[src/rtl/core/ddnp_pkg.sv]
// ----------------------------------------------------------------------------
// ddnp_pkg: shared types and constants of the dead node pruner
// Row width, counter widths, register codes and the lane/merge structs.
// ----------------------------------------------------------------------------
package ddnp_pkg;

  localparam int ROW_W     = 32;  // bits in one adjacency row
  localparam int IDX_W     = 5;   // node number within a row
  localparam int CNT_W     = 6;   // node counts, can hold ROW_W itself
  localparam int MAX_NODES = 32;  // default row memory depth
  localparam int ADDR_W    = 5;   // byte address of the configuration port
  localparam int DATA_W    = 32;  // configuration data width

  // Configuration register numbers (byte address is four times the number).
  typedef enum logic [2:0] {
    REG_NODE_COUNT   = 3'd0,
    REG_INPUT_COUNT  = 3'd1,
    REG_OUTPUT_COUNT = 3'd2,
    REG_ALLOW_IN     = 3'd3,
    REG_ALLOW_OUT    = 3'd4
  } reg_idx_t;

  // Sequencer states.
  typedef enum logic [2:0] {
    ST_IDLE,
    ST_PRIME,
    ST_FWD,
    ST_BWD,
    ST_EMIT
  } state_t;

  // What every lane sees about the row being processed.
  typedef struct packed {
    logic [CNT_W-1:0] row;        // source node of the row
    logic [CNT_W-1:0] n;          // nodes in use
    logic [CNT_W-1:0] inp;        // input nodes, clipped to n
    logic [CNT_W-1:0] out_start;  // first output node
    logic             allow_in;
    logic             allow_out;
    logic             src_fwd;    // source node reachable from an input
    logic             src_kept;   // source node kept
  } lane_ctx_t;

  // What one lane found for its column.
  typedef struct packed {
    logic edge_ok;   // valid edge to this column
    logic fwd_set;   // column becomes reachable from an input
    logic bwd_hit;   // column leads to an output
    logic clean;     // edge kept in the cleaned row
  } lane_res_t;

  // Combined result of all lanes.
  typedef struct packed {
    logic [ROW_W-1:0] fwd_set;
    logic             bwd_hit;
    logic [ROW_W-1:0] clean;
  } merge_res_t;

  // Mask of the k lowest bits; all ones for k at or above ROW_W.
  function automatic logic [ROW_W-1:0] below_mask(input logic [CNT_W-1:0] k);
    logic [ROW_W:0] t;
    t = (ROW_W+1)'(1) << k;
    return ROW_W'(t - (ROW_W+1)'(1));
  endfunction

endpackage

[src/rtl/core/ddnp_row_mem.sv]
// ----------------------------------------------------------------------------
// ddnp_row_mem: adjacency row store
// One write port and one read port with registered read data.
// ----------------------------------------------------------------------------
module ddnp_row_mem #(
  parameter int DEPTH = ddnp_pkg::MAX_NODES,
  localparam int AW   = $clog2(DEPTH)
) (
  input  logic                       clk,
  input  logic                       wr_en,
  input  logic [AW-1:0]              wr_addr,
  input  logic [ddnp_pkg::ROW_W-1:0] wr_data,
  input  logic                       rd_en,
  input  logic [AW-1:0]              rd_addr,
  output logic [ddnp_pkg::ROW_W-1:0] rd_data
);

  logic [ddnp_pkg::ROW_W-1:0] mem [DEPTH];
  logic [ddnp_pkg::ROW_W-1:0] rd_data_r;

  always_ff @(posedge clk) begin
    if (wr_en) begin
      mem[wr_addr] <= wr_data;
    end
  end

  // Read data holds until the next read.
  always_ff @(posedge clk) begin
    if (rd_en) begin
      rd_data_r <= mem[rd_addr];
    end
  end

  assign rd_data = rd_data_r;

endmodule

[src/rtl/core/ddnp_lane.sv]
// ----------------------------------------------------------------------------
// ddnp_lane: per-column edge test
// Decides whether the edge into one column is valid and what it contributes.
// ----------------------------------------------------------------------------
module ddnp_lane #(
  parameter int COL = 0
) (
  input  ddnp_pkg::lane_ctx_t ctx,
  input  logic                row_bit,
  input  logic                bwd_bit,
  input  logic                kept_bit,
  output ddnp_pkg::lane_res_t res
);

  localparam logic [ddnp_pkg::CNT_W-1:0] Col = ddnp_pkg::CNT_W'(COL);

  logic in_range;
  logic above;
  logic in_block;
  logic out_block;
  logic edge_ok;

  // Input-to-input edges are blocked unless allowed; an output node's
  // edges are all blocked unless output links are allowed.
  always_comb begin
    in_range  = Col < ctx.n;
    above     = Col > ctx.row;
    in_block  = !ctx.allow_in && (ctx.row < ctx.inp) && (Col < ctx.inp);
    out_block = !ctx.allow_out && (ctx.row >= ctx.out_start);
    edge_ok   = row_bit && in_range && above && !in_block && !out_block;
  end

  assign res.edge_ok = edge_ok;
  assign res.fwd_set = edge_ok && ctx.src_fwd;
  assign res.bwd_hit = edge_ok && bwd_bit;
  assign res.clean   = edge_ok && kept_bit && ctx.src_kept;

endmodule

[src/rtl/core/ddnp_merge.sv]
// ----------------------------------------------------------------------------
// ddnp_merge: lane result combiner
// Gathers the per-column findings into row masks and one backward hit flag.
// ----------------------------------------------------------------------------
module ddnp_merge (
  input  ddnp_pkg::lane_res_t  lane_res [ddnp_pkg::ROW_W],
  output ddnp_pkg::merge_res_t merged
);

  logic [ddnp_pkg::ROW_W-1:0] fwd_v;
  logic [ddnp_pkg::ROW_W-1:0] bwd_v;
  logic [ddnp_pkg::ROW_W-1:0] clean_v;

  always_comb begin
    for (int j = 0; j < ddnp_pkg::ROW_W; j++) begin
      fwd_v[j]   = lane_res[j].fwd_set;
      bwd_v[j]   = lane_res[j].bwd_hit && lane_res[j].edge_ok;
      clean_v[j] = lane_res[j].clean;
    end
  end

  assign merged.fwd_set = fwd_v;
  assign merged.bwd_hit = |bwd_v;
  assign merged.clean   = clean_v;

endmodule

[src/rtl/core/dag_dead_node_pruner_top.sv]
// ----------------------------------------------------------------------------
// dag_dead_node_pruner_top: dead node pruner for a feed-forward network
// Loads adjacency rows, finds the nodes on input-to-output paths and emits
// the cleaned rows.
// ----------------------------------------------------------------------------
// Each input item is one row of an upper-triangular adjacency matrix and is
// stored into the row memory. An item that is not marked last produces no
// result. After an item marked last_row the block stops taking items and
// walks the row memory three times, one row per cycle through its one read
// port (the emission pass only while the result side does not stall): a
// forward pass marking nodes reachable from the inputs, a backward pass
// marking nodes that reach an output, and an emission pass that delivers one
// item per node in use. In every pass 32 column lanes test the edges of the
// current row side by side, and a merge stage combines what they found.
// A new row may be taken while the final result still waits in the output
// register. Configuration must be written through the APB-style port only
// while the block is idle; the block itself does not enforce this. The node
// count used for a pass saturates at the row memory depth and at 32, and a
// node_count of zero makes a last row yield nothing.
// ----------------------------------------------------------------------------
module dag_dead_node_pruner_top #(
  parameter int MAX_NODES = ddnp_pkg::MAX_NODES
) (
  input  logic                        clk,
  input  logic                        rst_n,
  // Row input channel.
  input  logic                        in_valid,
  output logic                        in_stall,
  input  logic [ddnp_pkg::IDX_W-1:0]  in_row_index,
  input  logic [ddnp_pkg::ROW_W-1:0]  in_row_bits,
  input  logic                        in_last_row,
  // Cleaned row channel.
  output logic                        out_valid,
  input  logic                        out_stall,
  output logic [ddnp_pkg::IDX_W-1:0]  out_row_index,
  output logic [ddnp_pkg::ROW_W-1:0]  out_clean_row_bits,
  output logic                        out_node_kept,
  output logic                        out_last_out,
  // Configuration port.
  input  logic                        psel,
  input  logic                        penable,
  input  logic                        pwrite,
  input  logic [ddnp_pkg::ADDR_W-1:0] paddr,
  input  logic [ddnp_pkg::DATA_W-1:0] pwdata,
  output logic [ddnp_pkg::DATA_W-1:0] prdata,
  output logic                        pready
);

  localparam int AW   = $clog2(MAX_NODES);
  localparam int NLIM = (MAX_NODES < ddnp_pkg::ROW_W) ? MAX_NODES : ddnp_pkg::ROW_W;
  localparam int CW   = ddnp_pkg::CNT_W;
  localparam int IW   = ddnp_pkg::IDX_W;
  localparam int RW   = ddnp_pkg::ROW_W;

  // --------------------------------------------------------------------------
  // Configuration registers.
  // --------------------------------------------------------------------------
  logic [CW-1:0] node_count_r;
  logic [CW-1:0] input_count_r;
  logic [CW-1:0] output_count_r;
  logic          allow_in_r;
  logic          allow_out_r;
  logic [2:0]    reg_sel;
  logic          cfg_wr;

  assign reg_sel = paddr[4:2];
  assign cfg_wr  = psel && penable && pwrite;
  assign pready  = 1'b1;

  always_ff @(posedge clk) begin
    if (!rst_n) begin
      node_count_r   <= CW'(32);
      input_count_r  <= CW'(1);
      output_count_r <= CW'(1);
      allow_in_r     <= 1'b0;
      allow_out_r    <= 1'b0;
    end else if (cfg_wr) begin
      unique case (reg_sel)
        ddnp_pkg::REG_NODE_COUNT:   node_count_r   <= pwdata[CW-1:0];
        ddnp_pkg::REG_INPUT_COUNT:  input_count_r  <= pwdata[CW-1:0];
        ddnp_pkg::REG_OUTPUT_COUNT: output_count_r <= pwdata[CW-1:0];
        ddnp_pkg::REG_ALLOW_IN:     allow_in_r     <= pwdata[0];
        ddnp_pkg::REG_ALLOW_OUT:    allow_out_r    <= pwdata[0];
        default: ;
      endcase
    end
  end

  always_comb begin
    unique case (reg_sel)
      ddnp_pkg::REG_NODE_COUNT:   prdata = 32'(node_count_r);
      ddnp_pkg::REG_INPUT_COUNT:  prdata = 32'(input_count_r);
      ddnp_pkg::REG_OUTPUT_COUNT: prdata = 32'(output_count_r);
      ddnp_pkg::REG_ALLOW_IN:     prdata = 32'(allow_in_r);
      ddnp_pkg::REG_ALLOW_OUT:    prdata = 32'(allow_out_r);
      default:                    prdata = '0;
    endcase
  end

  // Effective counts for a new pass, taken from the registers.
  logic [CW-1:0] n_cfg;
  logic [CW-1:0] inp_cfg;
  logic [CW-1:0] ostart_cfg;

  always_comb begin
    n_cfg      = (node_count_r > CW'(NLIM)) ? CW'(NLIM) : node_count_r;
    inp_cfg    = (input_count_r < n_cfg) ? input_count_r : n_cfg;
    ostart_cfg = (output_count_r >= n_cfg) ? '0 : n_cfg - output_count_r;
  end

  // --------------------------------------------------------------------------
  // Sequencer state and pass registers.
  // --------------------------------------------------------------------------
  ddnp_pkg::state_t state_r, state_nxt;
  logic [IW-1:0]    idx_r, idx_nxt;
  logic [CW-1:0]    n_r, n_nxt;
  logic [CW-1:0]    inp_r, inp_nxt;
  logic [CW-1:0]    ostart_r, ostart_nxt;
  logic [RW-1:0]    fwd_r, fwd_nxt;
  logic [RW-1:0]    bwd_r, bwd_nxt;
  logic             out_valid_r, out_valid_nxt;
  logic [IW-1:0]    out_idx_r;
  logic [RW-1:0]    out_bits_r;
  logic             out_kept_r;
  logic             out_last_r;

  logic             in_acc;
  logic             out_free;
  logic             last_idx;
  logic             out_load;
  logic             rd_en;
  logic [IW-1:0]    rd_idx;
  logic [RW-1:0]    rd_data;
  logic [RW-1:0]    kept;

  assign in_stall = (state_r != ddnp_pkg::ST_IDLE);
  assign in_acc   = in_valid && !in_stall;
  assign out_free = !out_valid_r || !out_stall;
  assign last_idx = (CW'(idx_r) + CW'(1)) == n_r;
  assign kept     = fwd_r & bwd_r;

  // --------------------------------------------------------------------------
  // Row memory. Rows beyond its depth are dropped.
  // --------------------------------------------------------------------------
  logic wr_en;

  assign wr_en = in_acc && (int'(in_row_index) < MAX_NODES);

  ddnp_row_mem #(
    .DEPTH (MAX_NODES)
  ) u_row_mem (
    .clk     (clk),
    .wr_en   (wr_en),
    .wr_addr (AW'(in_row_index)),
    .wr_data (in_row_bits),
    .rd_en   (rd_en),
    .rd_addr (AW'(rd_idx)),
    .rd_data (rd_data)
  );

  // --------------------------------------------------------------------------
  // Column lanes and merge stage. The row in rd_data belongs to node idx_r.
  // --------------------------------------------------------------------------
  ddnp_pkg::lane_ctx_t  ctx;
  ddnp_pkg::lane_res_t  lane_res [RW];
  ddnp_pkg::merge_res_t merged;

  always_comb begin
    ctx.row       = CW'(idx_r);
    ctx.n         = n_r;
    ctx.inp       = inp_r;
    ctx.out_start = ostart_r;
    ctx.allow_in  = allow_in_r;
    ctx.allow_out = allow_out_r;
    ctx.src_fwd   = fwd_r[idx_r];
    ctx.src_kept  = kept[idx_r];
  end

  for (genvar j = 0; j < RW; j++) begin : g_lane
    ddnp_lane #(
      .COL (j)
    ) u_lane (
      .ctx      (ctx),
      .row_bit  (rd_data[j]),
      .bwd_bit  (bwd_r[j]),
      .kept_bit (kept[j]),
      .res      (lane_res[j])
    );
  end

  ddnp_merge u_merge (
    .lane_res (lane_res),
    .merged   (merged)
  );

  // --------------------------------------------------------------------------
  // Next state. Each pass reads the next row while it processes the current
  // one, so the passes run at one row per cycle unless the output stalls.
  // --------------------------------------------------------------------------
  always_comb begin
    state_nxt  = state_r;
    idx_nxt    = idx_r;
    n_nxt      = n_r;
    inp_nxt    = inp_r;
    ostart_nxt = ostart_r;
    fwd_nxt    = fwd_r;
    bwd_nxt    = bwd_r;
    rd_en      = 1'b0;
    rd_idx     = idx_r;
    out_load   = 1'b0;

    unique case (state_r)
      ddnp_pkg::ST_IDLE: begin
        if (in_acc && in_last_row && (n_cfg != '0)) begin
          n_nxt      = n_cfg;
          inp_nxt    = inp_cfg;
          ostart_nxt = ostart_cfg;
          fwd_nxt    = ddnp_pkg::below_mask(inp_cfg);
          bwd_nxt    = ddnp_pkg::below_mask(n_cfg) & ~ddnp_pkg::below_mask(ostart_cfg);
          idx_nxt    = '0;
          state_nxt  = ddnp_pkg::ST_PRIME;
        end
      end
      ddnp_pkg::ST_PRIME: begin
        rd_en     = 1'b1;
        rd_idx    = '0;
        state_nxt = ddnp_pkg::ST_FWD;
      end
      ddnp_pkg::ST_FWD: begin
        fwd_nxt = fwd_r | merged.fwd_set;
        rd_en   = 1'b1;
        if (last_idx) begin
          // The backward pass starts on the same top row.
          rd_idx    = idx_r;
          state_nxt = ddnp_pkg::ST_BWD;
        end else begin
          rd_idx  = idx_r + IW'(1);
          idx_nxt = idx_r + IW'(1);
        end
      end
      ddnp_pkg::ST_BWD: begin
        if (merged.bwd_hit) begin
          bwd_nxt[idx_r] = 1'b1;
        end
        rd_en = 1'b1;
        if (idx_r == '0) begin
          rd_idx    = '0;
          state_nxt = ddnp_pkg::ST_EMIT;
        end else begin
          rd_idx  = idx_r - IW'(1);
          idx_nxt = idx_r - IW'(1);
        end
      end
      ddnp_pkg::ST_EMIT: begin
        if (out_free) begin
          out_load = 1'b1;
          if (last_idx) begin
            state_nxt = ddnp_pkg::ST_IDLE;
          end else begin
            rd_en   = 1'b1;
            rd_idx  = idx_r + IW'(1);
            idx_nxt = idx_r + IW'(1);
          end
        end
      end
      default: state_nxt = ddnp_pkg::ST_IDLE;
    endcase

    if (out_load) begin
      out_valid_nxt = 1'b1;
    end else if (!out_stall) begin
      out_valid_nxt = 1'b0;
    end else begin
      out_valid_nxt = out_valid_r;
    end
  end

  always_ff @(posedge clk) begin
    if (!rst_n) begin
      state_r     <= ddnp_pkg::ST_IDLE;
      out_valid_r <= 1'b0;
      fwd_r       <= '0;
      bwd_r       <= '0;
      idx_r       <= '0;
      n_r         <= '0;
      inp_r       <= '0;
      ostart_r    <= '0;
    end else begin
      state_r     <= state_nxt;
      out_valid_r <= out_valid_nxt;
      fwd_r       <= fwd_nxt;
      bwd_r       <= bwd_nxt;
      idx_r       <= idx_nxt;
      n_r         <= n_nxt;
      inp_r       <= inp_nxt;
      ostart_r    <= ostart_nxt;
    end
  end

  // Output register payload.
  always_ff @(posedge clk) begin
    if (out_load) begin
      out_idx_r  <= idx_r;
      out_bits_r <= merged.clean;
      out_kept_r <= kept[idx_r];
      out_last_r <= last_idx;
    end
  end

  assign out_valid          = out_valid_r;
  assign out_row_index      = out_idx_r;
  assign out_clean_row_bits = out_bits_r;
  assign out_node_kept      = out_kept_r;
  assign out_last_out       = out_last_r;

`ifndef NO_ASSERTIONS
  // A result never names a node outside the pass.
  a_idx_in_range: assert property (@(posedge clk) disable iff (!rst_n)
    out_valid_r |-> (CW'(out_idx_r) < n_r))
    else $error("result node outside the nodes in use");

  // The last-result flag sits on node n-1 only.
  a_last_on_top: assert property (@(posedge clk) disable iff (!rst_n)
    out_valid_r |-> (out_last_r == ((CW'(out_idx_r) + CW'(1)) == n_r)))
    else $error("last flag on the wrong node");

  // A node that is not kept carries no edges.
  a_dead_row_empty: assert property (@(posedge clk) disable iff (!rst_n)
    (out_valid_r && !out_kept_r) |-> (out_bits_r == '0))
    else $error("edges emitted for a pruned node");

  // Cleaned edges only point at kept nodes.
  a_edges_to_kept: assert property (@(posedge clk) disable iff (!rst_n)
    out_load |-> ((merged.clean & ~kept) == '0))
    else $error("edge to a pruned node emitted");

  // A last row with nodes in use starts a pass.
  a_pass_starts: assert property (@(posedge clk) disable iff (!rst_n)
    (in_acc && in_last_row && (n_cfg != '0)) |=> (state_r == ddnp_pkg::ST_PRIME))
    else $error("last row did not start a pass");
`endif

endmodule
[config.mk]
export PLATFORM = sky130hd
export DESIGN_NAME = dag_dead_node_pruner_top
export DESIGN_NICKNAME = d
export VERILOG_FILES = /design/src/rtl/core/ddnp_pkg.sv /design/src/rtl/core/ddnp_row_mem.sv /design/src/rtl/core/ddnp_lane.sv /design/src/rtl/core/ddnp_merge.sv /design/src/rtl/core/dag_dead_node_pruner_top.sv
export SDC_FILE = /design/constraint.sdc
export NUM_CORES = 2
export LEC_CHECK = 0
export BUFFER_PORTS_ARGS = -buffer_cell sky130_fd_sc_hd__clkbuf_2
export CORE_MARGIN = 2
export CORE_UTILIZATION = 55
export DETAILED_ROUTE_END_ITERATION = 6
export GPL_TIMING_DRIVEN = 0
export PLACE_DENSITY_LB_ADDON = 0.2
export SLEW_MARGIN = 10
export SYNTH_ARGS = -nofsm -noshare
export SYNTH_HDL_FRONTEND = slang
export SYNTH_SLANG_ARGS = --single-unit
export TNS_END_PERCENT = 1
[constraint.sdc]
create_clock -name clk -period 5.57 [get_ports clk]
set_input_delay 0.2785 -clock clk [delete_from_list [all_inputs] [get_ports clk]]
set_output_delay 0.2785 -clock clk [all_outputs]
set_load 0.01 [all_outputs]
==> summary.txt <==
outcome - finished, violations left
failing checks - design-rule violations, max-capacitance violations, negative setup slack
clk slew on worst S/H paths - 0.07 ns
fraction of registers with async set/reset - 0%
dpl hpwl - 127 mm
largest net degree at the start of global routing - 40
CTS tree - built
CP endpoint kind - register
Cell Chain, Critical Path - clkbuf_4 -> clkbuf_2 -> nand2_4 -> nor2_2 -> ha_1 -> xnor2_1 -> nand3_1 -> nor3_4 -> nand2_2 -> inv_2 -> nand2_1 -> a32o_1 -> clkbuf_4 -> buf_2 -> mux2i_1 -> a221oi_1 -> o2111ai_1
commonest non-fill, non-tap cell in the layout - edfxtp_1
Netlist cell types - 97
clock latency on the worst-skew pair - 0.75 ns
commonest non-fill, non-tap cells in the layout - 1095 x edfxtp_1, 771 x nand2_1, 348 x nand3_1
Final Max Slew Viols - 0
area share of the largest cell type after synthesis - 61.5%
layout cells sized above 1 - 13.3%
Most common cell on crit path - clkbuf_4
Reg-to-Reg Start - idx_r[2]
synthesized instance count - 4371
Synth area leader - edfxtp_1
Simple-Gate Fraction of Synth Area - 13.5%
Max Fclk - 0.179 GHz
GR Overflow Total - 0
startpoint types - register
fin area - 61300 um^2
WL per Instance - 29.3 um
largest family of logic cells by synthesized area - simple AND/OR/NAND/NOR gates
xor and xnor area share after synthesis - 0.524%
Hold Vio Cnt, Final - 0
1st-iter DRT viols - 5179
final setup vio count - 1
Die Wd - 316 um
Total Nets Final - 4777
antenna violations before repair - 4
WP data arrival - 5.98 ns
Max Cap Viol - 1
EDFF count, synth - 1095
vias - 38700
Synth Area in Compound Gates - 9.50%
Tmin final - 5.58 ns
multiplexer share of the synthesized area - 6.51%
WL final - 177 mm
# clock sinks - 1206
1st-pass router iterations - 7
gp weighted congestion - 1.07
Final Skew - 0.0591 ns
Vias/cell - 6.41
overall power - 0.0216 W
Setup CP Type - reg2reg
final worst slack - -0.00609 ns
Syn Area/Cell - 12.2 um^2
I/O Buffers - 97
CP Data Required Time - 5.97 ns
Adder-Cell Fraction of Synth Area - 0.716%
Tcrit/Tclk final - 100%
Core ar. - 96600 um^2
Slew headroom - 4.31%
Initial Util - 55.4%
Netlist Area Pre-Place - 53500 um^2
unrepaired setup endpoints after global routing - true
register bit count reported by yosys - 1206
detailed-route DRC error count - 4
final core utilization - 63.4%
placed cell area - 56700 um^2
Yosys warnings - 0
Synth-to-Final Area Change - 14.5%
post-route ant nets - 0
peak supply drop - 335 uV
first-pass GRT wire length - 253 mm
crit path from - idx_r[2]
register area share after synthesis - 65.6%
CTS H-tree lvls - 3
clock root cell - clkbuf_16
pre-CTS WS - -1.70 ns
Inserted Clock Buffers - 119
Hold Path Class - in2reg
worst-path maximum fanout - 10
Critical Path Slowest Stage Cell - a221oi_1
Worst path max stage delay - 0.69 ns
total die area - 99800 um^2
FP Rows - 114
die height - 316 um
clk buf depth - 3
PwrDens - 352 nW/um^2
Main synth FF type - edfxtp_1
GRT Overall Usage - 35.3%
top-level I/O count - 156
vias in the first global route - 36400
Leak - 21.0 nW
leading post-synthesis cells by cell area - edfxtp_1 61%, mux2i_1 5.7%, nand2_1 5.4%
Least-Margin Pin Slew - 1.43 ns
min-delay src - psel
==> layer usage <==
metal  track usage, %  vias up  wire length [um]
met5                0        -                 9
met4             23.4        2             13800
met3             5.27      528             13600
met2             58.1     2204             85000
met1             43.7    19000             64900
li1                 -    17000                 -
==> stage by stage <==
step	hold slack (ns)	cells	TNS [ns]
final	0.0338	6041	-0.00609
after global routing	0.0579	6040	-0.155
after CTS	0.0112	6038	-0.0802
after detailed placement	0.447	5807	-61.13
after global placement	0.445	5769	-136.30
after floorplan	0.377	4396	0
==> power by group <==
part / switching, W / total [W] / internal, W
Sequential: 0.0000966 / 0.0101 / 0.0100
Clock: 0.00346 / 0.00802 / 0.00455
Combinational: 0.00238 / 0.00341 / 0.00104
Total: 0.00594 / 0.0216 / 0.0156
==> sequential cells by signal, summed over array words and instances (netlist names), 3 cells and up <==
| signal | cells |
|---|---|
| u_row_mem.rd_data | 32 |
| input_count_r | 6 |
| node_count_r | 6 |
| ostart_r | 6 |
| u_row_mem.mem | 1024 |
| n_r | 6 |
| idx_r | 5 |
| out_row_index | 5 |
| out_clean_row_bits | 32 |
| bwd_r | 32 |
| inp_r | 6 |
| output_count_r | 6 |
| fwd_r | 32 |
| state_r | 3 |
==> synth_stat cells, types with 39 or more instances <==
cell type	n
a211oi_1	131
a21oi_1	140
a221oi_1	45
a31oi_1	41
and3_1	39
buf_2	58
buf_4	44
clkbuf_1	190
dfxtp_1	111
edfxtp_1	1095
inv_1	102
mux2i_1	306
nand2_1	776
nand3_1	349
nand4_1	47
nor2_1	225
nor3_1	72
o2111ai_1	39
o21ai_0	102
==> layout make-up <==
class | instances | area [um^2]
sequential | 1206 | 35100
clock inverter | 74 | 727
tap | 1276 | 1600
timing repair buffer | 150 | 1380
inverter | 103 | 399
fill | 7298 | 35300
buffer | 317 | 1640
antenna | 1 | 2.50
multi-input combinational | 2768 | 17200
clock buffer | 146 | 3170
==> critical path, delay by kind of cell (launching register included) <==
family	cells	cell delay (ns)
xor gates and xnor gates	1	0.17
AOI/OAI and AO/OA	3	1.35
muxes	1	0.21
adders and majority gates	1	0.33
DFF	1	0.52
and+or+nand+nor	6	1.25
buffers and inverters	5	1.44
==> cells by family (layout without fill, tap and decap cells) <==
family	count (synthesis)	count (layout)
flops	1206	1206
other cells	2	28
xor+xnor	32	32
mux	327	327
buf+inv	422	790
simple gates	1628	1628
compound gates	724	724
fa+ha+maj	30	30
==> what timing repair did <==
item,CTS,global route
gates resized for setup,114,55
hold endpoints to repair,21,0
setup buffers,4,2
hold buffers,8,0
pin swaps,4,3
endpoints found under the setup margin,64,64
==> path summary, 6_finish.rpt <==
path / to / cells after the start / slack, ns
min: allow_out_r / 5 / 0.03
max: u_row_mem.rd_data[1] / 17 / -0.006
min reg2reg: ostart_r[3] / 2 / 0.46
max reg2reg: u_row_mem.rd_data[1] / 17 / -0.006
(Power assumes the default switching activity.)
